**src/rtl/pptr_pkg.sv**
```systemverilog
// ----------------------------------------------------------------------------
// pptr_pkg
// Shared constants, types and helpers of the panorama pixel-to-ray block.
// ----------------------------------------------------------------------------
package pptr_pkg;

  localparam int PIXEL_FRAC_BITS_DEF = 4;
  localparam int DIR_FRAC_BITS_DEF   = 14;
  localparam int CORDIC_STAGES_DEF   = 16;

  localparam int MAX_STAGES = 24;
  localparam int REG_W      = 13;
  localparam int ANG_W      = 16;
  localparam int OUT_W      = 16;
  localparam int CFG_DATA_W = 16;
  localparam int CFG_IDX_W  = 2;
  localparam int NUM_W      = 36;
  localparam int XW         = 33;
  localparam int ZW         = 34;
  localparam int PROD_W     = 2 * XW;

  localparam logic [CFG_IDX_W-1:0] CFG_IMAGE_WIDTH    = 2'd0;
  localparam logic [CFG_IDX_W-1:0] CFG_IMAGE_HEIGHT   = 2'd1;
  localparam logic [CFG_IDX_W-1:0] CFG_AZIMUTH_OFFSET = 2'd2;

  localparam logic [REG_W-1:0] WIDTH_RST  = 13'd720;
  localparam logic [REG_W-1:0] HEIGHT_RST = 13'd576;

  localparam logic signed [XW-1:0] INV_GAIN_Q30 = 33'sd652032874;
  localparam logic signed [ZW-1:0] QUARTER_TURN = 34'sd1073741824;
  localparam logic signed [ZW-1:0] HALF_TURN    = 34'sd2147483648;

  localparam logic [31:0] ATAN_TURN [MAX_STAGES] = '{
    32'h20000000, 32'h12E4051E, 32'h09FB385B, 32'h051111D4, 32'h028B0D43,
    32'h0145D7E1, 32'h00A2F61E, 32'h00517C55, 32'h0028BE53, 32'h00145F2F,
    32'h000A2F98, 32'h000517CC, 32'h00028BE6, 32'h000145F3, 32'h0000A2FA,
    32'h0000517D, 32'h000028BE, 32'h0000145F, 32'h00000A30, 32'h00000518,
    32'h0000028C, 32'h00000146, 32'h000000A3, 32'h00000051
  };

  typedef struct packed {
    logic signed [XW-1:0] x;
    logic signed [XW-1:0] y;
    logic signed [ZW-1:0] z;
    logic                 flip;
  } rot_t;

  function automatic logic [OUT_W-1:0] round_sat16(input logic signed [PROD_W-1:0] v,
                                                   input int s);
    logic              neg;
    logic [PROD_W-1:0] mag;
    logic [PROD_W-1:0] rnd;
    logic [OUT_W-1:0]  res;
    neg = v[PROD_W-1];
    mag = neg ? PROD_W'(-v) : PROD_W'(v);
    rnd = (mag + (PROD_W'(1) << (s - 1))) >> s;
    if (rnd > PROD_W'(32768)) begin
      rnd = PROD_W'(32768);
    end
    if (neg) begin
      res = OUT_W'(-rnd[OUT_W-1:0]);
    end else if (rnd > PROD_W'(32767)) begin
      res = 16'h7FFF;
    end else begin
      res = rnd[OUT_W-1:0];
    end
    return res;
  endfunction

endpackage

```
**src/rtl/pptr_cordic_cell.sv**
```systemverilog
// ----------------------------------------------------------------------------
// pptr_cordic_cell
// One rotation-mode CORDIC micro-rotation, registered.
// ----------------------------------------------------------------------------
module pptr_cordic_cell #(
  parameter int STAGE = 0
) (
  input  logic            clk,
  input  pptr_pkg::rot_t  rot_i,
  output pptr_pkg::rot_t  rot_o
);
  import pptr_pkg::*;

  localparam logic signed [ZW-1:0] ATAN = ZW'(ATAN_TURN[STAGE]);

  rot_t rot_nxt, rot_r;
  logic signed [XW-1:0] xs, ys;

  assign xs = rot_i.x >>> STAGE;
  assign ys = rot_i.y >>> STAGE;

  always_comb begin
    rot_nxt      = rot_i;
    if (!rot_i.z[ZW-1]) begin
      rot_nxt.x = rot_i.x - ys;
      rot_nxt.y = rot_i.y + xs;
      rot_nxt.z = rot_i.z - ATAN;
    end else begin
      rot_nxt.x = rot_i.x + ys;
      rot_nxt.y = rot_i.y - xs;
      rot_nxt.z = rot_i.z + ATAN;
    end
  end

  always_ff @(posedge clk) begin
    rot_r <= rot_nxt;
  end

  assign rot_o = rot_r;
endmodule

```
**config.mk**
```make
export PLATFORM = sky130hd
export DESIGN_NAME = pptr_cordic_cell
export DESIGN_NICKNAME = d
export VERILOG_FILES = /design/src/rtl/pptr_pkg.sv /design/src/rtl/pptr_cordic_cell.sv
export SDC_FILE = /design/constraint.sdc
export NUM_CORES = 1
export LEC_CHECK = 0
export BUFFER_PORTS_ARGS = -buffer_cell sky130_fd_sc_hd__clkbuf_2
export CAP_MARGIN = 20
export CORE_ASPECT_RATIO = 1.25
export CORE_MARGIN = 3
export CORE_UTILIZATION = 49
export DETAILED_ROUTE_END_ITERATION = 16
export HOLD_SLACK_MARGIN = 0.1
export PLACE_DENSITY_LB_ADDON = 0.25
export SLEW_MARGIN = 20
export SYNTH_ARGS = -nofsm -noshare
export SYNTH_HDL_FRONTEND = slang
export SYNTH_SLANG_ARGS = --single-unit
```
**constraint.sdc**
```tcl
create_clock -name clk -period 2.77 [get_ports clk]
set_input_delay 0.4155 -clock clk [delete_from_list [all_inputs] [get_ports clk]]
set_output_delay 0.4155 -clock clk [all_outputs]
set_load 0.05 [all_outputs]
```
**Word level (Yosys, flattened, before mapping)**

Cells that the tools add are included.
Widths: inputs -> output; s select.

- Output and inout bits: 101
- Flip-flop bits (word level): 101
- Logic and storage cells: 10

- Muxes and demuxes: 1
- $add $sub $neg: 5

Operators by type and width:

| kind | number |
|---|---|
| $mux 100 | 1 |
| $sub 33x33->33 | 2 |
| $add 34x31->34 const B | 1 |
| $sub 34x31->34 const B | 1 |
| $add 33x33->33 | 1 |

**Longest topological paths before layout**

Gate-level depths: netlist (run 1).

- Depth in word-level cells: 2
- Mapped depth: 13
- Gate-level depth less buffers: 13

**Worst setup path after synthesis (run 1)**

Ideal clock, no wire load.

- Path type: input -> register
- Start: in rot_i[35] (netlist bit)
- End: reg rot_r, in the netlist rot_o[67]
- Buffers on the path: 0
- Data required time: 2.640 ns
- Arrival time: 2.673 ns
- Library setup time: 0.130 ns
- Setup slack: -0.033 ns
- Cell stages on the path: 12
- Cells stage by stage: ha_1 fa_1 nor2b_1 o211ai_1 a31oi_1 nor2_1 o21ai_1 a211o_1 o211ai_2 o21ai_0 mux2_2 xor2_1

RTL lines:

| element | line | source |
|---|---|---|
| start: declaration | pptr_cordic_cell.sv:9 | `input pptr_pkg::rot_t rot_i,` |
| end signal: assignment | pptr_cordic_cell.sv:36 | `rot_r <= rot_nxt;` |
| end: declaration | pptr_cordic_cell.sv:16 | `rot_t rot_nxt, rot_r;` |

==> qor.yml, run 1 <==
run_status:
  status: "finished, final reports clean"
route:
  route.detailed.drc: 0
  drt_first_pass_iters: 5
  via_per_inst: 5.35
  drt-wirelength-per-cell_um: 16.7
  drt_iter0_markers: 634
  totalWireLength_um: 26400
  vias: 8435
  drtAntennaViolNets: 0
floorplan:
  ios: 203
  initial_core_util_pct: 50.8
  dieArea_um2: 17300
  die_w_um: 118
  die_h_um: 146
  num_rows: 50
  core_area_um2: 15200
cts:
  cts-htree-levels: 3
  cts_root_buffer: "clkbuf_16"
  clock_sink_count: 100
  cts.clk_slew.worst_paths_ns: 0.07
  cts_buffers: 9
  clockBufferDepth: 2
  cts_tree: "done"
pwr:
  clockPowerShare_pct: 20.6
  seqPwrFrac_pct: 28.7
  internal_power_w: 0.00341
  p_leak_nw: 5.64
  p_comb_share_pct: 50.7
  p_sw_share_pct: 44.6
  p_sw_w: 0.00275
  irDropWorstVdd_v: 0.000424
  p_per_area_nw_per_um2: 557
layout:
  fillers: 1265
  layout-area-overhead-vs-synth_pct: 43.2
  nets: 1568
  drive_gt1_share_pct: 38.5
  antennaDiodeCount: 0
  largest_reg_flops: 100
synth:
  ys_dominant_reg_cell: "dfxtp_1"
  synth_top_family_by_area: "compound AO/OA/AOI/OAI gates"
  synth_mux_area_share_pct: 1.70
  synth_largest_area_cell: "dfxtp_1"
  synth_simple_gate_area_share_pct: 12.7
  synth_top_area_share_pct: 25.9
  ys_ff_latch: 100
  syn-cell-area_um2: 7720
  ys_warn_count: 0
  synth_edf_count: 0
  ys_async_sr_fraction_pct: 0
  synth_common_cells: "114 x a21oi_1, 101 x inv_1, 100 x dfxtp_1"
  synth_compound_area_share_pct: 26.3
  synth_area_per_cell_um2: 8.09
  synth-seq-area-share_pct: 25.9
  synth_cell_types: 81
  synthTopCellsByArea: "dfxtp_1 26%, ha_1 16%, a21oi_1 7.4%"
  synth_adder_area_share_pct: 17.1
  syn_nets: 1159
  synthesis.instances: 954
  synth.most_common_cell: "a21oi_1"
  synth_xor_area_share_pct: 7.38
min_path:
  worstHoldPathType: "input pin to register"
  hold_depth: 1
placement:
  gp_congestion: 0.979
  dp_hpwl_um: 21300
  io_buffers: 202
  place_ws_ns: -0.539
global_routing:
  track_usage_pct: 29.3
  grt_pass1_vias: 8538
  grt_pass1_wl_um: 41000
  grt-ovfl-total: 0
  grt_max_degree: 85
  grt_antenna_before_repair: 0
sta:
  slew_violations: 0
  setup_violations: 0
  worst-slew-pin-transition_ns: 0.960
  maxSlewHeadroom_pct: 36.0
  rsz0062_at_grt: "true"
  fin_tns_setup_ns: 0
  period_share_pct: 97.7
  period_needed_ns: 2.71
  layout_setup_ws_ns: 0.0625
  max_freq_ghz: 0.369
  hold_viol: 0
worst_setup_path:
  critical_path_required_ns: 3.01
  critical_path.max_fanout: 4
  cp.arrival_ns: 2.94
  start_kind: "input pin"
  path_class: "input pin to register"
  crit_path_end_kind: "register"
job:
  cap_violations: 0
==> cell type report <==
| type | count | area, um2 | share of cell area (%) |
|---|---|---|---|
| tap | 208 | 260 | 2.36 |
| inverter | 108 | 405 | 3.67 |
| timing repair buffer | 439 | 2790 | 25.3 |
| multi-input combinational | 705 | 5300 | 48.0 |
| sequential | 100 | 2000 | 18.1 |
| clock inverter | 6 | 56.3 | 0.510 |
| clock buffer | 10 | 229 | 2.07 |
==> metrics by stage <==
| step | hold slack, ns | std cells | util [%] | total power [W] | cell area, um2 |
|---|---|---|---|---|---|
| 2_1_floorplan | 0.443 | 954 | - | 0.00377 | 7720 |
| 3_3_place_gp | 0.517 | 1552 | 68.7 | 0.00478 | 10400 |
| 3_5_place_dp | 0.519 | 1552 | 68.7 | 0.00481 | 10400 |
| 4_1_cts | 0.139 | 1572 | 71.0 | 0.00610 | 10800 |
| 5_1_grt | 0.133 | 1576 | 72.7 | 0.00646 | 11000 |
| 6_report | 0.151 | 1576 | 72.7 | 0.00616 | 11000 |
==> repair_timing <==
| action | 4_1_cts | 5_1_grt |
|---|---|---|
| buffers inserted | 4 | 4 |
| pin swaps | 5 | 20 |
| hold buffers | 0 | 0 |
| endpoints found under the setup margin | 9 | 25 |
| gates resized for setup | 9 | 50 |
==> cell families after synthesis <==
kind of cell,Yosys count
AOI/OAI and AO/OA,312
xor gates and xnor gates,65
adders and majority gates,103
buffers and inverters,149
DFF,100
muxes,13
and+or+nand+nor,212
==> power by group through the flow <==
stage                     Sequential, W  Combinational (W)  Clock (W)
after global routing            0.00179            0.00331    0.00136
final                           0.00177            0.00312    0.00127
after CTS                       0.00177            0.00303    0.00129
after detailed placement        0.00180            0.00300          0
after floorplan                 0.00273            0.00104          0
after global placement          0.00180            0.00298          0
==> per-layer routing <==
layer / global-route usage (%) / up-vias / wire length (um)
met5: 0 / - / 0
met1: 29.5 / 3926 / 9530
li1: - / 4113 / -
met2: 58.3 / 313 / 14400
met4: 13.4 / 0 / 1190
met3: 4.34 / 83 / 1250
==> worst max-delay path, cell delays in order <==
cell      delay (ns)
clkbuf_2        0.11
buf_4           0.14
ha_2            0.19
buf_4           0.14
or2_2           0.26
o211ai_1        0.28
a31oi_2         0.22
nor2_2          0.16
o21ai_2         0.09
a211o_1         0.28
o211ai_2        0.11
o21ai_1         0.09
mux2_2          0.27
xor2_1          0.16
==> cell usage in the layout, fill, tap and decap left out, types with 12 or more instances in the layout <==
cell type and instances:
a21o_1 22, ha_1 91, a21oi_1 106, inv_1 101
o21bai_1 16, nand3_1 18, buf_4 238, dfxtp_1 100
nand2_1 41, nor3_1 13, mux2i_1 12, clkbuf_2 201
o21ai_0 43, nor2_1 86, xnor2_1 56, o31ai_1 12
==> path summary, 6_finish.rpt <==
kind,start,to
hold / removal,rot_i[20],rot_o[20]$_DFF_P_
setup / recovery,rot_i[70],rot_o[67]$_DFF_P_
Note: power is estimated with default switching activity, not from simulation.
==> run 2, diff against run 1 <==
ABC_AREA = 0   (was unset)
CORE_ASPECT_RATIO = unset   (was 1.25)
==> qor.yml, run 2 (same netlist as run 1, synthesis figures left out) <==
sta:
  period_share_pct: 97.0  # -0.71 points
  setup_violations: 0  # unchanged
  hold_viol: 0  # unchanged
  whs_ns: 0.162  # +0.0108 ns
  maxSlewHeadroom_pct: 65.0  # +29 points
  slew_violations: 0  # unchanged
  worst-slew-pin-transition_ns: 0.520  # -0.440 ns
  fin_tns_setup_ns: 0  # unchanged
  rsz0062_at_grt: "true"
  max_freq_ghz: 0.372  # +0.73%
  period_needed_ns: 2.69  # -0.0196 ns
route:
  totalWireLength_um: 25600  # -3.0%
  drt_first_pass_iters: 5  # unchanged
  via_per_inst: 5.38  # +0.60%
  route.detailed.drc: 0  # unchanged
  drtAntennaViolNets: 0  # unchanged
  drt-wirelength-per-cell_um: 16.4  # -2.3%
  drt_iter0_markers: 725  # +14%
  vias: 8421  # -0.17%
floorplan:
  initial_core_util_pct: 50.4  # -0.37 points
  die_w_um: 131  # +11%
  core_area_um2: 15300  # +0.74%
  num_rows: 45  # -10%
  dieArea_um2: 17300  # about the same
  ios: 203  # unchanged
  die_h_um: 131  # -10%
cts:
  cts_root_buffer: "clkbuf_16"
  cts.clk_slew.worst_paths_ns: 0.07  # about the same
  cts-htree-levels: 3  # unchanged
  cts_buffers: 9  # unchanged
  clockBufferDepth: 2  # unchanged
  cts_tree: "done"
  clock_sink_count: 100  # unchanged
min_path:
  hold_depth: 1  # unchanged
  holdPathEnd: "rot_o[13]$_DFF_P_"
  worstHoldPathType: "input pin to register"
  hold_start: "rot_i[13]"
layout:
  nets: 1553  # -0.96%
  drive_gt1_share_pct: 37.9  # -0.61 points
  final_cell_mix: "221 x buf_4, 202 x clkbuf_2, 108 x a21oi_1"
  final_common_cell: "buf_4"
  antennaDiodeCount: 0  # unchanged
  fillers: 1281  # +1.3%
  layout-area-overhead-vs-synth_pct: 42.7
  largest_reg_flops: 100  # unchanged
worst_setup_path:
  critical_path_required_ns: 3.06  # +0.05 ns
  crit_cells: 15  # +1
  path_class: "input pin to register"
  cp.arrival_ns: 2.98  # +0.04 ns
  crit_path_end_kind: "register"
  max_stage_delay_ns: 0.32  # +0.04 ns
  path_buf_inv: 4  # +1
  path_cells: "clkbuf_2 > inv_1 > ha_1 > a211o_1 > o211ai_1 > buf_4 > a31oi_2 > a31oi_4 > o41ai_2 > buf_4 > o21ai_1 > a21oi_2 > o21ai_1 > a32oi_1 > xor2_1"
  critical_path.max_fanout: 4  # unchanged
  start_kind: "input pin"
  crit_slowest_cell: "ha_1"
  crit_family: "compound AO/OA/AOI/OAI gates"
placement:
  io_buffers: 202  # unchanged
  dp_hpwl_um: 21000  # -1.3%
  gp_congestion: 1.02  # +4.2%
global_routing:
  grt_pass1_wl_um: 40300  # -1.7%
  track_usage_pct: 28.4  # -0.93 points
  grt-ovfl-total: 0  # unchanged
  grt_pass1_vias: 8013  # -6.1%
  grt_antenna_before_repair: 0  # unchanged
  grt_max_degree: 85  # unchanged
run_status:
  status: "finished, final reports clean"
pwr:
  p_leak_nw: 5.58  # -0.98%
  p_per_area_nw_per_um2: 562  # +0.88%
  power_w: 0.00619  # +0.54%
  irDropWorstVdd_v: 0.000338  # -20%
job:
  cap_violations: 0  # unchanged
run 2: where the power goes:
part           switching (W)  leakage [nW]  internal (W)  total, W
registers          0.0000799         0.844       0.00170   0.00178
logic                0.00204          4.59       0.00107   0.00311
clock network       0.000588         0.145      0.000711   0.00130
run 2: worst max-delay path by stage:
stage / start / end / slack (ns)
finish: rot_i[42] / rot_o[65]$_DFF_P_ / 0.08
CTS: rot_i[35] / rot_o[67]$_DFF_P_ / 0.007
floorplan: rot_i[35] / rot_o[67]$_DFF_P_ / -0.003
global placement: rot_i[35] / rot_o[65]$_DFF_P_ / -0.42
global route: rot_i[37] / rot_o[66]$_DFF_P_ / -0.04
detailed placement: rot_i[35] / rot_o[65]$_DFF_P_ / -0.50
run 2: repair_timing:
action,4_1_cts,5_1_grt
buffers inserted,0,7
hold buffers,0,0
pin swaps,5,20
resized for setup,8,49
endpoints found under the hold margin,0,0
endpoints found under the setup margin,11,24
run 2: area by class of cell:
class                           instances  area [um2]  area share, %
Tap cell                              211         264           2.40
Clock inverter                          6        71.3          0.648
Multi-Input combinational cell        705        5350           48.6
Timing Repair Buffer                  424        2690           24.4
Sequential cell                       100        2000           18.2
Inverter                              108         405           3.68
Clock buffer                           10         229           2.08
run 2: layer usage:
| layer | wire length (um) | part of all wire (%) | global-route usage [%] |
|---|---|---|---|
| met1 | 11000 | 43 | 37.8 |
| met3 | 2320 | 9.1 | 6.32 |
| met4 | 906 | 3.5 | 11.7 |
| met5 | 0 | 0 | 0 |
| met2 | 11400 | 45 | 44.5 |
run 2: per-stage QoR:
step           setup slack [ns]  util [%]  instance area [um2]  instances
2_1_floorplan          -0.00262         -                 7720        954
3_3_place_gp             -0.418      67.6                10300       1541
3_5_place_dp             -0.502      67.6                10300       1541
4_1_cts                 0.00739      69.8                10700       1557
5_1_grt                 -0.0366      71.9                11000       1564
6_report                 0.0821      71.9                11000       1564
==> run 3, diff against run 2 <==
CORE_ASPECT_RATIO = 1.4   (was unset)
==> qor.yml, run 3 (same netlist as run 1, synthesis figures left out) <==
run_status:
  status: "finished, final reports clean"
global_routing:
  grt_max_degree: 85  # unchanged
  grt_pass1_vias: 8514  # +6.3%
  grt_antenna_before_repair: 0  # unchanged
  track_usage_pct: 29.0  # +0.57 points
  grt_pass1_wl_um: 40600  # +0.65%
  grt-ovfl-total: 0  # unchanged
floorplan:
  dieArea_um2: 17300  # +0.12%
  ios: 203  # unchanged
  die_h_um: 154  # +17%
  core_area_um2: 15300  # -0.41%
  die_w_um: 112  # -15%
  initial_core_util_pct: 50.6  # +0.21 points
  num_rows: 53  # +18%
sta:
  maxSlewHeadroom_pct: 36.2  # -29 points
  worst-slew-pin-transition_ns: 0.956  # +0.437 ns
  whs_ns: 0.150  # -0.0120 ns
  max_freq_ghz: 0.364  # -2.2%
  period_share_pct: 99.2  # +2.2 points
  hold_viol: 0  # unchanged
  rsz0062_at_grt: "true"
  fin_tns_setup_ns: 0  # unchanged
  slew_violations: 0  # unchanged
  period_needed_ns: 2.75  # +0.0610 ns
  setup_violations: 0  # unchanged
worst_setup_path:
  path_class: "input pin to register"
  crit_path_end_kind: "register"
  crit_slowest_cell: "o211ai_1"
  critical_path.max_fanout: 4  # unchanged
  critical_path_required_ns: 3.05  # about the same
  path_cells: "clkbuf_2 > inv_1 > ha_1 > buf_4 > o211ai_1 > a31oi_2 > a31oi_4 > o41ai_2 > buf_4 > o21ai_1 > a21oi_2 > buf_4 > o31ai_1 > xnor2_1"
  timing.critical_path.mode_cell: "buf_4"
  cp.arrival_ns: 3.03  # +0.05 ns
  max_stage_delay_ns: 0.43  # +0.11 ns
  start_kind: "input pin"
layout:
  final_cell_mix: "228 x buf_4, 201 x clkbuf_2, 106 x a21oi_1"
  drive_gt1_share_pct: 39.1  # +1.2 points
  final_common_cell: "buf_4"
  nets: 1559  # +0.39%
  antennaDiodeCount: 0  # unchanged
  stdcell_count: 1551  # -0.83%
  layout-area-overhead-vs-synth_pct: 43.7
  largest_reg_flops: 100  # unchanged
min_path:
  worstHoldPathType: "input pin to register"
  holdPathEnd: "rot_o[23]$_DFF_P_"
  hold_depth: 1  # unchanged
  hold_start: "rot_i[23]"
route:
  via_per_inst: 5.46  # +1.4%
  drtAntennaViolNets: 0  # unchanged
  drt-wirelength-per-cell_um: 16.9  # +3.5%
  drt_first_pass_iters: 6  # +1
  route.detailed.drc: 0  # unchanged
  totalWireLength_um: 26300  # +2.7%
  vias: 8467  # +0.55%
  drt_iter0_markers: 525  # -28%
pwr:
  p_leak_nw: 5.64  # +1.1%
  irDropWorstVdd_v: 0.000377  # +11%
  p_per_area_nw_per_um2: 560  # -0.45%
cts:
  cts.clk_slew.worst_paths_ns: 0.08  # about the same
  clock_sink_count: 100  # unchanged
  holdBufCountCts: 0  # unchanged
  cts_tree: "done"
  cts-htree-levels: 3  # unchanged
  cts_buffers: 9  # unchanged
  clockBufferDepth: 2  # unchanged
  cts_root_buffer: "clkbuf_16"
job:
  cap_violations: 0  # unchanged
placement:
  dp_hpwl_um: 21200  # +0.48%
  gp_congestion: 0.987  # -3.2%
  io_buffers: 202  # unchanged
  dp_cells: 1531  # -0.65%
run 3: cell types whose count changed in the layout (fill, tap and decap cells not counted), moves of 3 or more:
cell,previous run,this run
inv_2,3,6
o21ai_2,2,5
o21ai_1,6,3
buf_4,221,228
inv_1,101,98
ha_4,7,3
ha_2,1,6
run 3: where the power goes:
group / switching [W] / internal [W] / leakage (nW)
Sequential: 0.0000684 / 0.00170 / 0.844
Combinational: 0.00205 / 0.00108 / 4.65
Clock: 0.000665 / 0.000644 / 0.149
Total: 0.00279 / 0.00342 / 5.64
run 3: through the flow:
stage                     instance area, um2  setup slack [ns]  utilization, %  power, W
after floorplan                         7720          -0.00262               -   0.00377
after global placement                 10400            -0.505            68.1   0.00477
after detailed placement               10400            -0.519            68.1   0.00479
after CTS                              10700           0.00354            70.4   0.00612
after global routing                   11100            -0.173            72.7   0.00649
final                                  11100            0.0211            72.7   0.00621
run 3: worst max path at each step:
stage / from / to / slack [ns] / depth (start not counted)
after floorplan: rot_i[35] / rot_o[67]$_DFF_P_ / -0.003 / 12
after global placement: rot_i[37] / rot_o[62]$_DFF_P_ / -0.51 / 14
after detailed placement: rot_i[42] / rot_o[99]$_DFF_P_ / -0.52 / 14
after CTS: rot_i[37] / rot_o[62]$_DFF_P_ / 0.004 / 14
after global routing: rot_i[43] / rot_o[61]$_DFF_P_ / -0.17 / 14
final: rot_i[43] / rot_o[61]$_DFF_P_ / 0.02 / 14
run 3: what timing repair did:
action | in CTS | in global routing
resized for setup | 10 | 66
setup endpoints to repair | 7 | 24
pin swaps | 5 | 22
buffers inserted | 0 | 4
run 3: layer usage:
metal  global-route usage (%)  up-vias  routed length (um)
li1                         -     4097                   -
met1                     27.7     3853                9030
met2                     56.5      388               14100
met3                     4.19      129                1370
met4                     18.7        0                1800
met5                        0        -                   0
run 3: final cells by class:
cell class                      count  area, um2
Multi-Input combinational cell    705       5420
Fill cell                        1264       4160
Timing Repair Buffer              430       2720
Sequential cell                   100       2000
Inverter                          108        405
Tap cell                          192        240
Clock buffer                        9        225
Clock inverter                      7       81.3
run 3: critical path, delay by kind of cell:
kind / cells / cell delay (ns)
buffers and inverters: 5 / 0.57
AO/OA/AOI/OAI: 7 / 1.57
adder cells (fa/ha/maj): 1 / 0.33
XOR/XNOR: 1 / 0.15
