## src/rtl/pptr_pkg.sv

```systemverilog
// ----------------------------------------------------------------------------
// pptr_pkg
// Shared constants, types and helpers of the panorama pixel-to-ray block.
// ----------------------------------------------------------------------------
package pptr_pkg;

  localparam int PIXEL_FRAC_BITS_DEF = 4;
  localparam int DIR_FRAC_BITS_DEF   = 14;
  localparam int CORDIC_STAGES_DEF   = 16;

  localparam int MAX_STAGES = 24;
  localparam int REG_W      = 13;
  localparam int ANG_W      = 16;
  localparam int OUT_W      = 16;
  localparam int CFG_DATA_W = 16;
  localparam int CFG_IDX_W  = 2;
  localparam int NUM_W      = 36;
  localparam int XW         = 33;
  localparam int ZW         = 34;
  localparam int PROD_W     = 2 * XW;

  localparam logic [CFG_IDX_W-1:0] CFG_IMAGE_WIDTH    = 2'd0;
  localparam logic [CFG_IDX_W-1:0] CFG_IMAGE_HEIGHT   = 2'd1;
  localparam logic [CFG_IDX_W-1:0] CFG_AZIMUTH_OFFSET = 2'd2;

  localparam logic [REG_W-1:0] WIDTH_RST  = 13'd720;
  localparam logic [REG_W-1:0] HEIGHT_RST = 13'd576;

  localparam logic signed [XW-1:0] INV_GAIN_Q30 = 33'sd652032874;
  localparam logic signed [ZW-1:0] QUARTER_TURN = 34'sd1073741824;
  localparam logic signed [ZW-1:0] HALF_TURN    = 34'sd2147483648;

  localparam logic [31:0] ATAN_TURN [MAX_STAGES] = '{
    32'h20000000, 32'h12E4051E, 32'h09FB385B, 32'h051111D4, 32'h028B0D43,
    32'h0145D7E1, 32'h00A2F61E, 32'h00517C55, 32'h0028BE53, 32'h00145F2F,
    32'h000A2F98, 32'h000517CC, 32'h00028BE6, 32'h000145F3, 32'h0000A2FA,
    32'h0000517D, 32'h000028BE, 32'h0000145F, 32'h00000A30, 32'h00000518,
    32'h0000028C, 32'h00000146, 32'h000000A3, 32'h00000051
  };

  typedef struct packed {
    logic signed [XW-1:0] x;
    logic signed [XW-1:0] y;
    logic signed [ZW-1:0] z;
    logic                 flip;
  } rot_t;

  function automatic logic [OUT_W-1:0] round_sat16(input logic signed [PROD_W-1:0] v,
                                                   input int s);
    logic              neg;
    logic [PROD_W-1:0] mag;
    logic [PROD_W-1:0] rnd;
    logic [OUT_W-1:0]  res;
    neg = v[PROD_W-1];
    mag = neg ? PROD_W'(-v) : PROD_W'(v);
    rnd = (mag + (PROD_W'(1) << (s - 1))) >> s;
    if (rnd > PROD_W'(32768)) begin
      rnd = PROD_W'(32768);
    end
    if (neg) begin
      res = OUT_W'(-rnd[OUT_W-1:0]);
    end else if (rnd > PROD_W'(32767)) begin
      res = 16'h7FFF;
    end else begin
      res = rnd[OUT_W-1:0];
    end
    return res;
  endfunction

endpackage

```

## src/rtl/pptr_div_cell.sv

```systemverilog
// ----------------------------------------------------------------------------
// pptr_div_cell
// One restoring-division cell: resolves one quotient bit per clock.
// ----------------------------------------------------------------------------
module pptr_div_cell #(
  parameter int DEN_W = 19
) (
  input  logic                     clk,
  input  logic [pptr_pkg::NUM_W-1:0] num_i,
  input  logic [pptr_pkg::NUM_W-1:0] quo_i,
  input  logic [DEN_W-1:0]         rem_i,
  input  logic [DEN_W-1:0]         den_i,
  output logic [pptr_pkg::NUM_W-1:0] num_o,
  output logic [pptr_pkg::NUM_W-1:0] quo_o,
  output logic [DEN_W-1:0]         rem_o
);
  import pptr_pkg::*;

  logic [DEN_W:0]   trial;
  logic             ge;
  logic [DEN_W:0]   diff;
  logic [NUM_W-1:0] num_r, quo_r;
  logic [DEN_W-1:0] rem_r;

  assign trial = {rem_i, num_i[NUM_W-1]};
  assign ge    = trial >= {1'b0, den_i};
  assign diff  = trial - {1'b0, den_i};

  always_ff @(posedge clk) begin
    num_r <= {num_i[NUM_W-2:0], 1'b0};
    quo_r <= {quo_i[NUM_W-2:0], ge};
    rem_r <= ge ? diff[DEN_W-1:0] : trial[DEN_W-1:0];
  end

  assign num_o = num_r;
  assign quo_o = quo_r;
  assign rem_o = rem_r;
endmodule

```

## config.mk

```make
export PLATFORM = sky130hd
export DESIGN_NAME = pptr_div_cell
export DESIGN_NICKNAME = d
export VERILOG_FILES = /design/src/rtl/pptr_pkg.sv /design/src/rtl/pptr_div_cell.sv
export SDC_FILE = /design/constraint.sdc
export NUM_CORES = 1
export LEC_CHECK = 0
export CORE_UTILIZATION = 50
export DETAILED_ROUTE_END_ITERATION = 10
export DONT_BUFFER_PORTS = 1
export HOLD_SLACK_MARGIN = 0.08
export PLACE_DENSITY_LB_ADDON = 0.15
export SETUP_SLACK_MARGIN = 0.5
export SLEW_MARGIN = 20
export SYNTH_ARGS = -nofsm -noshare
export SYNTH_HDL_FRONTEND = slang
export SYNTH_SLANG_ARGS = --single-unit
```

## constraint.sdc

```tcl
create_clock -name clk -period 2.5 [get_ports clk]
set_clock_uncertainty 0.2 [all_clocks]
set_input_delay 0.375 -clock clk [delete_from_list [all_inputs] [get_ports clk]]
set_output_delay 0.375 -clock clk [all_outputs]
set_load 0.01 [all_outputs]
```

# After elaboration in Yosys (flattened, before gate mapping)
# Index checks and enable logic that the tools add are counted.
# word_totals
ff_bits	90
latch_bits	0
ramBits	0
romBits	0
input_bits	111
output_inout_bits	91
wordCells	6
mem_count	0
# op_classes
add_sub_neg	1
n_mul	0
div_mod_pow	0
order_cmp	1
n_eq_ne	0
shifts	0
muxes	1
n_bitwise	0
reduce_logical	0
# op_table
operator	n
>= comparator 20 x 19 -> 1 bit	1
2-to-1 mux 19 bit	1
subtractor 19 bit	1

# Depth between registers and ports, before layout
# Gate-level depths: netlist of run 1.
# logic_depth
depth_word	2
mapped_depth	11
ltp_nobuf	11

# Worst setup path before layout of run 1
# No wires, ideal clock.
# synth_timing
path_kind	input -> register
startpoint	input port num_i[35] in the netlist's numbering
endpoint	register rem_r[7] (netlist: rem_o[7])
setup_time_ns	0.121
t_arrival_ns	2.246
required_time_ns	2.179
slack_ns	-0.067
path_stages	10
n_path_buf	0
path_cell_list	inv_1 ha_1 fa_1 and2b_1 o2111ai_2 a21oi_2 o21bai_2 a31o_4 inv_4 mux2_2
# synth_between
elab_chain_cells	2
elab_cells_between_ends	3
cone_classes	add/sub: 1; order compare: 1; mux: 1
# synth_rtl
item	line	source
from (decl)	pptr_div_cell.sv:9	input logic [pptr_pkg::NUM_W-1:0] num_i,
>= comparator 20 x 19 -> 1 bit	pptr_div_cell.sv:26	assign ge = trial >= {1'b0, den_i};
via ge	pptr_div_cell.sv:20	logic ge;
2-to-1 mux 19 bit	pptr_div_cell.sv:32	rem_r <= ge ? diff[DEN_W-1:0] : trial[DEN_W-1:0];
to (signal assigned)	pptr_div_cell.sv:32	
to (decl)	pptr_div_cell.sv:23	logic [DEN_W-1:0] rem_r;
# The timed path passes the listed nets, and every way through them passes these cells.

# Worst setup path in the final report of run 1
# Ends and elaborated chain as after synthesis.

==> run_results.csv, run 1 <==
group,metric,value,unit
status,outcome,"completed",
route,drt-total-wl,8220,um
yosys,synth.avg_cell_area,10.9,um2
route,drt_iter0_drc,81,
die,ios,202,
grt,grt_pass1_wl,12000,um
grt,antenna_found_initial,1,
pwr,p_sw_frac,0.283,
die,die_area,6450,um2
yosys,synth_nets,412,
yosys,synth_common_cells,"dfxtp_1, nand2_1, inv_1, ha_1, o21ai_0",
yosys,async_flop_share,0,
placement,place_congestion,0.816,
cts,cts.clk_slew.worst_paths,90,ps
final_layout,fin_area,4440,um2
setup_path,crit_path_max_fanout,5,
run,cap_violations,0,
final_layout,syn_to_final_growth,44.7,%
die,initial_core_util,0.518,
yosys,synth.cell_area,3070,um2
pwr,power_leakage,0.00197,uW
pwr,clkPwrFrac,0.319,
min_path,holdCritPathClass,"primary input to register",
route,dr_total_vias,2347,
yosys,yosys_warnings,0,
route,ant_nets,0,
route,drc,0,
yosys,synth_seq_cells,90,
yosys,synth_area_leaders,"dfxtp_1, ha_1, nand2_1",
final_layout,layout.nets,524,
yosys,yosysSeqAreaShare,0.588,
cts,htree_levels,3,
setup_path,worstSetupEndpoint,"rem_o[7]",
pwr,p_switching,932,uW
cts,cts_tree,"yes",
pwr,seq_power_share,0.517,
route,wire_per_inst,17.3,um
final_layout,post-route-util,0.750,
setup_path,required,2540,ps
die,die_h,80.3,um
yosys,yosysMostFrequentCell,"dfxtp_1",
route,viasPerCell,4.95,
timing,hold_viol,0,
setup_path,crit_start,"num_i[35]",
placement,placed_cell_area,3240,um2
cts,cts_sinks,90,
cts,root_buffer,"clkbuf_8",
timing,finalCritPeriodShare,0.848,
die,fp.dieW,80.3,um
timing,setup_violations,0,
cts,cts_buffer_depth,2,
yosys,synth_cells,281,
placement,dpl.hpwl,5120,um
final_layout,drive_above_1_share,0.148,
yosys,ys.flop_type,"dfxtp_1",
setup_path,critPathArrivalTime,2160,ps
timing,rsz0062_at_grt,"true",
setup_path,end_kind,"register",
grt,grt_pass1_vias,2399,
grt,grtUsageTotal,0.257,
route,first_pass_iters,4,
cts,cts_buffers,9,
grt,grt_start_max_net_pins,19,
yosys,synth_cell_types,46,
pwr,p_int,2360,uW
die,core,5920,um2
pwr,powerDensity,742,nW/um2
yosys,synth_edf_count,0,
pwr,combPwrFrac,0.164,
die,placement_rows,28,
placement,portBuffers,0,
yosys,synth_top_area_frac,0.588,
timing,min_period,2120,ps
pwr,max-vdd-ir-drop,0.506,mV
timing,slew_viol_final,0,
grt,overflow,0,
setup_path,startpoint_type,"primary input",
setup_path,critPathKind,"primary input to register",
timing,max_clock_freq,472,MHz
yosys,synth_area_leader_cell,"dfxtp_1",
==> power groups by stage <==
| stage | sequential (uW) | clock (uW) | combinational, uW |
|---|---|---|---|
| final | 1700 | 1050 | 540 |
| after floorplan | 1710 | 0 | 311 |
| after detailed placement | 1730 | 0 | 395 |
| after global routing | 1710 | 1130 | 596 |
| after global placement | 1730 | 0 | 390 |
| after CTS | 1700 | 1060 | 521 |
==> layer usage <==
layer	vias up	global-route usage	part of all wire
li1	1167	-	-
met1	1040	0.259	0.37
met2	115	0.469	0.52
met3	25	0.0807	0.077
met4	0	0.134	0.036
met5	-	0	0
==> metrics by stage <==
stage          std cells  power, uW  setup slack, ps  setup TNS (ps)  hold WS [ps]
6_report             474       3290              379               0           110
5_1_grt              474       3440              281               0           127
4_1_cts              470       3280              351               0         -86.3
3_5_place_dp         361       2130            -64.3            -270           203
3_3_place_gp         361       2120            -45.1            -127           203
2_1_floorplan        281       2020             56.0               0           203
==> final cells by class <==
type | count | area [um2]
flip-flops and latches | 90 | 1800
fillers | 428 | 1480
multi-input cells | 158 | 1160
repair buffers | 112 | 1070
clock buffers | 9 | 124
inverters | 22 | 97.6
well taps | 75 | 93.8
clock inverters | 7 | 92.6
diodes | 1 | 2.50
==> cells by family after synthesis <==
family	count (synthesis)	synth area share
AOI/OAI and AO/OA	59	0.137
and+or+nand+nor	60	0.0873
xor gates and xnor gates	15	0.0428
other	1	0.00122
buffers and inverters	33	0.0481
DFF	90	0.588
adders and majority gates	20	0.0840
muxes	3	0.0122
==> critical path, cell delays in order <==
cell and delay, ps:
inv_12 10, ha_4 140, fa_2 350, and2b_1 240, o2111ai_2 130, a21oi_2 190, o21bai_2 80, a31o_4 260
inv_4 80, mux2_4 290
==> repair_timing <==
action	4_1_cts	5_1_grt
gates resized for setup	6	3
pin swaps	10	2
hold endpoints to repair	89	1
setup buffers	5	1
hold buffers	88	2
setup endpoints to repair	19	19
==> how the worst min path moves through the flow <==
| stage | depth (start not counted) | end | slack, ps | from |
|---|---|---|---|---|
| detailed placement | 0 | quo_o[24] | 200 | quo_i[23] |
| global placement | 0 | quo_o[32] | 200 | quo_i[31] |
| finish | 2 | rem_o[1] | 110 | den_i[1] |
| floorplan | 0 | num_o[10] | 200 | num_i[9] |
| global route | 2 | rem_o[1] | 130 | den_i[1] |
| CTS | 2 | rem_o[0] | -90 | num_i[35] |
==> layout by cell type (no fill, tap or decap), types with 3 or more instances in the layout <==
cell / n
inv_1: 20
o21ai_1: 7
a21oi_1: 9
nand3_1: 4
dlygate4sd3_1: 90
dfxtp_1: 90
a21o_1: 7
xnor2_1: 10
nand4_1: 5
o21ai_0: 12
xor2_1: 5
nand2_1: 35
a21oi_2: 3
inv_8: 4
clkbuf_8: 9
nor2_1: 7
o21ai_2: 3
buf_4: 21
ha_1: 18
==> flip-flops by register name, summed over array words and instances, names as in the netlist <==
name   count
rem_o     19
quo_o     36
num_o     35
No activity file was read; power rests on OpenSTA's default activity.
==> inputs of run 2 (changes only) <==
--- a/config.mk
+++ b/config.mk
@@ -5,6 +5,7 @@
 export SDC_FILE = /design/constraint.sdc
 export NUM_CORES = 1
 export LEC_CHECK = 0
+export ABC_AREA = 1
 export CORE_UTILIZATION = 50
 export DETAILED_ROUTE_END_ITERATION = 10
 export DONT_BUFFER_PORTS = 1
==> constraint.sdc (replaced) <==
create_clock -name clk -period 1.8 [get_ports clk]
set_clock_uncertainty 0.2 [all_clocks]
set_input_delay 0.27 -clock clk [delete_from_list [all_inputs] [get_ports clk]]
set_output_delay 0.27 -clock clk [all_outputs]
set_load 0.01 [all_outputs]
==> run_results.csv, run 2 <==
group,metric,value,unit
status,violations,"DRC, hold timing",
setup_path,crit_path_max_fanout,6,
die,placement_rows,29,
setup_path,critPathMaxStageDelay,340,ps
yosys,synth_common_cells,"nand2_1, dfxtp_1, inv_1, nor2_1, nand3_1",
timing,rsz0062_at_grt,"true",
route,drt_iter0_drc,119,
final_layout,layout.nets,663,
timing,setup_violations,0,
final_layout,drive_above_1_share,0.188,
final_layout,layout_commonest_cell,"nand2_1",
yosys,synth_nets,530,
cts,cts_tree,"yes",
yosys,synth_area_leader_cell,"dfxtp_1",
yosys,synth_cells,399,
setup_path,required,1890,ps
grt,antenna_found_initial,0,
grt,overflow,0,
pwr,max-vdd-ir-drop,0.572,mV
die,core,6420,um2
run,cap_violations,0,
grt,grt_pass1_wl,14000,um
yosys,yosysSeqAreaShare,0.533,
yosys,yosysMostFrequentCell,"nand2_1",
final_layout,largest_reg_flops,36,
yosys,synth.cell_area,3380,um2
pwr,power_leakage,0.00245,uW
die,initial_core_util,0.526,
grt,grt_pass1_vias,2834,
route,dr_total_vias,2906,
cts,cts_buffers,9,
die,die_area,7090,um2
pwr,powerDensity,907,nW/um2
yosys,synth_top_area_frac,0.533,
route,wire_per_inst,15.1,um
timing,min_period,1600,ps
setup_path,crit_chain,"inv_12, ha_4, fa_2, nand3b_1, nand2_2, nand3_2, nand3_2, nand2_2, nand2_4, buf_4, nand2_1, o21ai_1",
yosys,synth_cell_types,27,
final_layout,antenna_cells,0,
timing,finalCritPeriodShare,0.888,
yosys,synth_seq_cells,90,
yosys,synth.avg_cell_area,8.47,um2
timing,tns,0,ps
status,outcome,"finished with violations",
die,fp.dieW,84.2,um
final_layout,post-route-util,0.769,
yosys,synth_area_leaders,"dfxtp_1, nand2_1, ha_1",
setup_path,crit_family,"simple AND/OR/NAND/NOR gates",
final_layout,syn_to_final_growth,46.2,%
timing,max_clock_freq,626,MHz
route,drt-total-wl,9250,um
final_layout,final_cell_mix,"nand2_1, dfxtp_1, dlygate4sd3_1",
placement,portBuffers,0,
setup_path,critPathArrivalTime,1690,ps
setup_path,crit_start,"num_i[35]",
route,drc,33,
timing,hold_viol,1,
yosys,ys.flop_type,"dfxtp_1",
cts,root_buffer,"clkbuf_8",
yosys,async_flop_share,0,
setup_path,startpoint_type,"primary input",
die,ios,202,
grt,grtUsageTotal,0.258,
cts,cts_buffer_depth,2,
min_path,hold_start,"num_i[35]",
die,die_h,84.2,um
yosys,yosys_warnings,0,
route,viasPerCell,4.73,
setup_path,end_kind,"register",
min_path,holdCritPathClass,"primary input to register",
timing,whs,-146,ps
timing,slew_viol_final,0,
route,ant_nets,0,
grt,grt_start_max_net_pins,19,
setup_path,crit_buf_inv,2,
yosys,synth_edf_count,0,
placement,dpl.hpwl,6140,um
cts,cts.clk_slew.worst_paths,100,ps
setup_path,slowest_stage,"fa_2",
placement,place_congestion,0.802,
cts,htree_levels,3,
route,first_pass_iters,7,
setup_path,critPathKind,"primary input to register",
cts,cts_sinks,90,
## run 2: path summary, 6_finish.rpt
path | cells after the start | endpoint
max | 12 | rem_o[1]
min | 2 | rem_o[0]
## run 2: logic make-up after synthesis
family | count (synthesis) | synth area share
AND/OR/NAND/NOR | 192 | 0.248
buffers and inverters | 66 | 0.0844
AO/OA/AOI/OAI | 20 | 0.0311
adder cells (fa/ha/maj) | 20 | 0.0762
XOR/XNOR | 10 | 0.0259
other | 1 | 0.00111
flip-flops | 90 | 0.533
## run 2: layout make-up
class / count / area, um2
Clock buffer: 9 / 124
Clock inverter: 7 / 66.3
Inverter: 62 / 253
Timing Repair Buffer: 126 / 1180
Sequential cell: 90 / 1800
Fill cell: 443 / 1480
Multi-Input combinational cell: 243 / 1420
Tap cell: 77 / 96.3
## run 2: metrics by stage
| stage | instances | setup WS, ps | cell area (um2) | total power, uW |
|---|---|---|---|---|
| CTS | 612 | 210 | 4850 | 4470 |
| global placement | 508 | -169 | 3760 | 3000 |
| floorplan | 399 | -173 | 3450 | 2800 |
| detailed placement | 508 | -188 | 3760 | 3010 |
| finish | 614 | 202 | 4940 | 4480 |
| global route | 614 | 120 | 4940 | 4720 |
## run 2: report_power, final
part / total (uW) / switching, uW / internal (uW)
sequential: 2330 / 165 / 2160
combinational: 848 / 409 / 439
clock: 1310 / 773 / 533
## run 2: metal layers
metal | track usage | vias up | part of all wire
li1 | - | 1475 | -
met1 | 0.278 | 1302 | 0.38
met2 | 0.482 | 111 | 0.53
met3 | 0.0669 | 18 | 0.058
met4 | 0.100 | 0 | 0.027
met5 | 0 | - | 0
## run 2: what timing repair did
| item | 4_1_cts | 5_1_grt |
|---|---|---|
| setup buffers | 1 | 1 |
| endpoints found under the hold margin | 89 | 4 |
| pin swaps | 3 | 4 |
| gates cloned | 0 | 0 |
| endpoints found under the setup margin | 20 | 20 |
| resized for setup | 5 | 16 |
| hold buffers | 87 | 1 |
==> inputs of run 3 (changes only) <==
--- a/config.mk
+++ b/config.mk
@@ -6,10 +6,11 @@
 export NUM_CORES = 1
 export LEC_CHECK = 0
 export ABC_AREA = 1
-export CORE_UTILIZATION = 50
+export CORE_UTILIZATION = 46
 export DETAILED_ROUTE_END_ITERATION = 10
 export DONT_BUFFER_PORTS = 1
 export HOLD_SLACK_MARGIN = 0.08
+export MAX_ROUTING_LAYER = met4
 export PLACE_DENSITY_LB_ADDON = 0.15
 export SETUP_SLACK_MARGIN = 0.5
 export SLEW_MARGIN = 20
==> run_results.csv, run 3 (synthesized netlist as in run 2, its figures left out) <==
group,metric,value,unit
route,viasPerCell,4.57,
route,ant_nets,0,
final_layout,layout_commonest_cell,"nand2_1",
placement,dp_worst_setup_slack,-203,ps
grt,overflow,0,
final_layout,largest_reg_flops,36,
timing,hold_viol,1,
cts,cts_sinks,90,
grt,grtUsageTotal,0.244,
die,fp.dieW,87.7,um
timing,max_clock_freq,620,MHz
final_layout,drive_above_1_share,0.199,
grt,grt_pass1_wl,13600,um
final_layout,syn_to_final_growth,51.8,%
route,drt_iter0_drc,77,
status,violations,"hold timing",
route,wire_per_inst,15.2,um
final_layout,nFillCells,503,
route,drc,0,
final_layout,post-route-util,0.739,
die,die_area,7700,um2
min_path,holdCritPathClass,"primary input to register",
min_path,min_path_cells,2,
placement,place_congestion,0.836,
die,core,6940,um2
die,initial_core_util,0.487,
die,ios,202,
pwr,max-vdd-ir-drop,0.491,mV
setup_path,critPathArrivalTime,1720,ps
pwr,power_leakage,0.00253,uW
grt,grt_pass1_vias,2880,
min_path,holdPathEnd,"rem_o[0]",
timing,finalCritPeriodShare,0.896,
cts,cts_tree,"yes",
grt,antenna_found_initial,0,
setup_path,required,1910,ps
timing,min_period,1610,ps
die,die_h,87.7,um
setup_path,crit_path_max_fanout,8,
pwr,powerDensity,964,nW/um2
min_path,hold_start,"num_i[35]",
run,cap_violations,0,
setup_path,end_kind,"register",
die,placement_rows,30,
route,dr_total_vias,2901,
pwr,total_power,4950,uW
cts,htree_levels,3,
timing,setup_violations,0,
timing,slew_viol_final,0,
timing,whs,-166,ps
timing,rsz0062_at_grt,"true",
cts,cts.clk_slew.worst_paths,100,ps
route,first_pass_iters,4,
setup_path,critPathKind,"primary input to register",
route,drt-total-wl,9640,um
final_layout,fin_area,5130,um2
timing,fin_ws,186,ps
placement,placed_cell_area,3790,um2
grt,grt_start_max_net_pins,18,
cts,cts_buffer_depth,2,
final_layout,final_cell_mix,"nand2_1, dfxtp_1, dlygate4sd3_1",
placement,portBuffers,0,
setup_path,startpoint_type,"primary input",
cts,cts_buffers,9,
cts,root_buffer,"clkbuf_8",
final_layout,layout.nets,665,
status,outcome,"finished with violations",
final_layout,antenna_cells,0,
placement,dpl.hpwl,6110,um
[run 3: cell count changes in the layout (fill, tap and decap cells not counted), moves of 2 or more]
| cell | change |
|---|---|
| bufinv_16 | +3 |
| clkbuf_16 | +2 |
| clkinvlp_4 | -2 |
| inv_6 | -3 |
| nand2_1 | -4 |
| nand2_4 | +2 |
[run 3: routing by layer]
metal / part of all wire / GRT usage / wire [um]
met5: 0 / - / 0
met4: 0.031 / 0.119 / 299
met3: 0.068 / 0.0679 / 652
met2: 0.53 / 0.426 / 5070
met1: 0.38 / 0.252 / 3620
[run 3: stage by stage]
step / hold slack [ps] / setup TNS (ps) / instances
finish: -166 / 0 / 635
global route: -177 / 0 / 635
CTS: -194 / 0 / 630
detailed placement: 97.8 / -3420 / 526
global placement: 97.8 / -3050 / 526
floorplan: 97.7 / -2470 / 399
[run 3: what timing repair did]
item | CTS | global route
hold buffers | 87 | 2
gates resized for setup | 5 | 25
endpoints found under the hold margin | 89 | 4
endpoints found under the setup margin | 20 | 20
pin swaps | 0 | 10
cloned | 0 | 2
setup buffers | 1 | 1
[run 3: final cells by class]
type,instances,area [um2],area share
clock buffers,9,124,0.0241
clock inverters,7,135,0.0263
inverters,62,253,0.0492
multi-input cells,243,1460,0.285
flip-flops and latches,90,1800,0.351
well taps,96,120,0.0234
repair buffers,128,1230,0.241
[run 3: worst max-delay path, stage by stage]
cell and delay (ps):
inv_12 10, ha_4 140, fa_2 340, nand3b_1 190
nand2_2 110, nand3_2 90, nand3_4 80, nand2_4 70
nand2_8 120, clkbuf_16 170, nand2_1 60, nand2_1 60
[run 3: worst max path at each step]
stage                          from         to  slack, ps  depth (start not counted)
final                     num_i[35]   rem_o[6]        190                         12
after detailed placement  den_i[11]  rem_o[14]       -200                         11
after global placement    den_i[11]  rem_o[15]       -180                         11
after CTS                 num_i[35]  rem_o[17]        200                         12
after floorplan           num_i[35]  rem_o[17]       -170                         13
after global routing       den_i[9]  rem_o[10]        140                         11
[run 3: power by group]
part           internal (uW)  switching, uW  total [uW]
clock                    951            781        1730
combinational            458            432         890
sequential              2160            162        2330
total                   3570           1370        4950
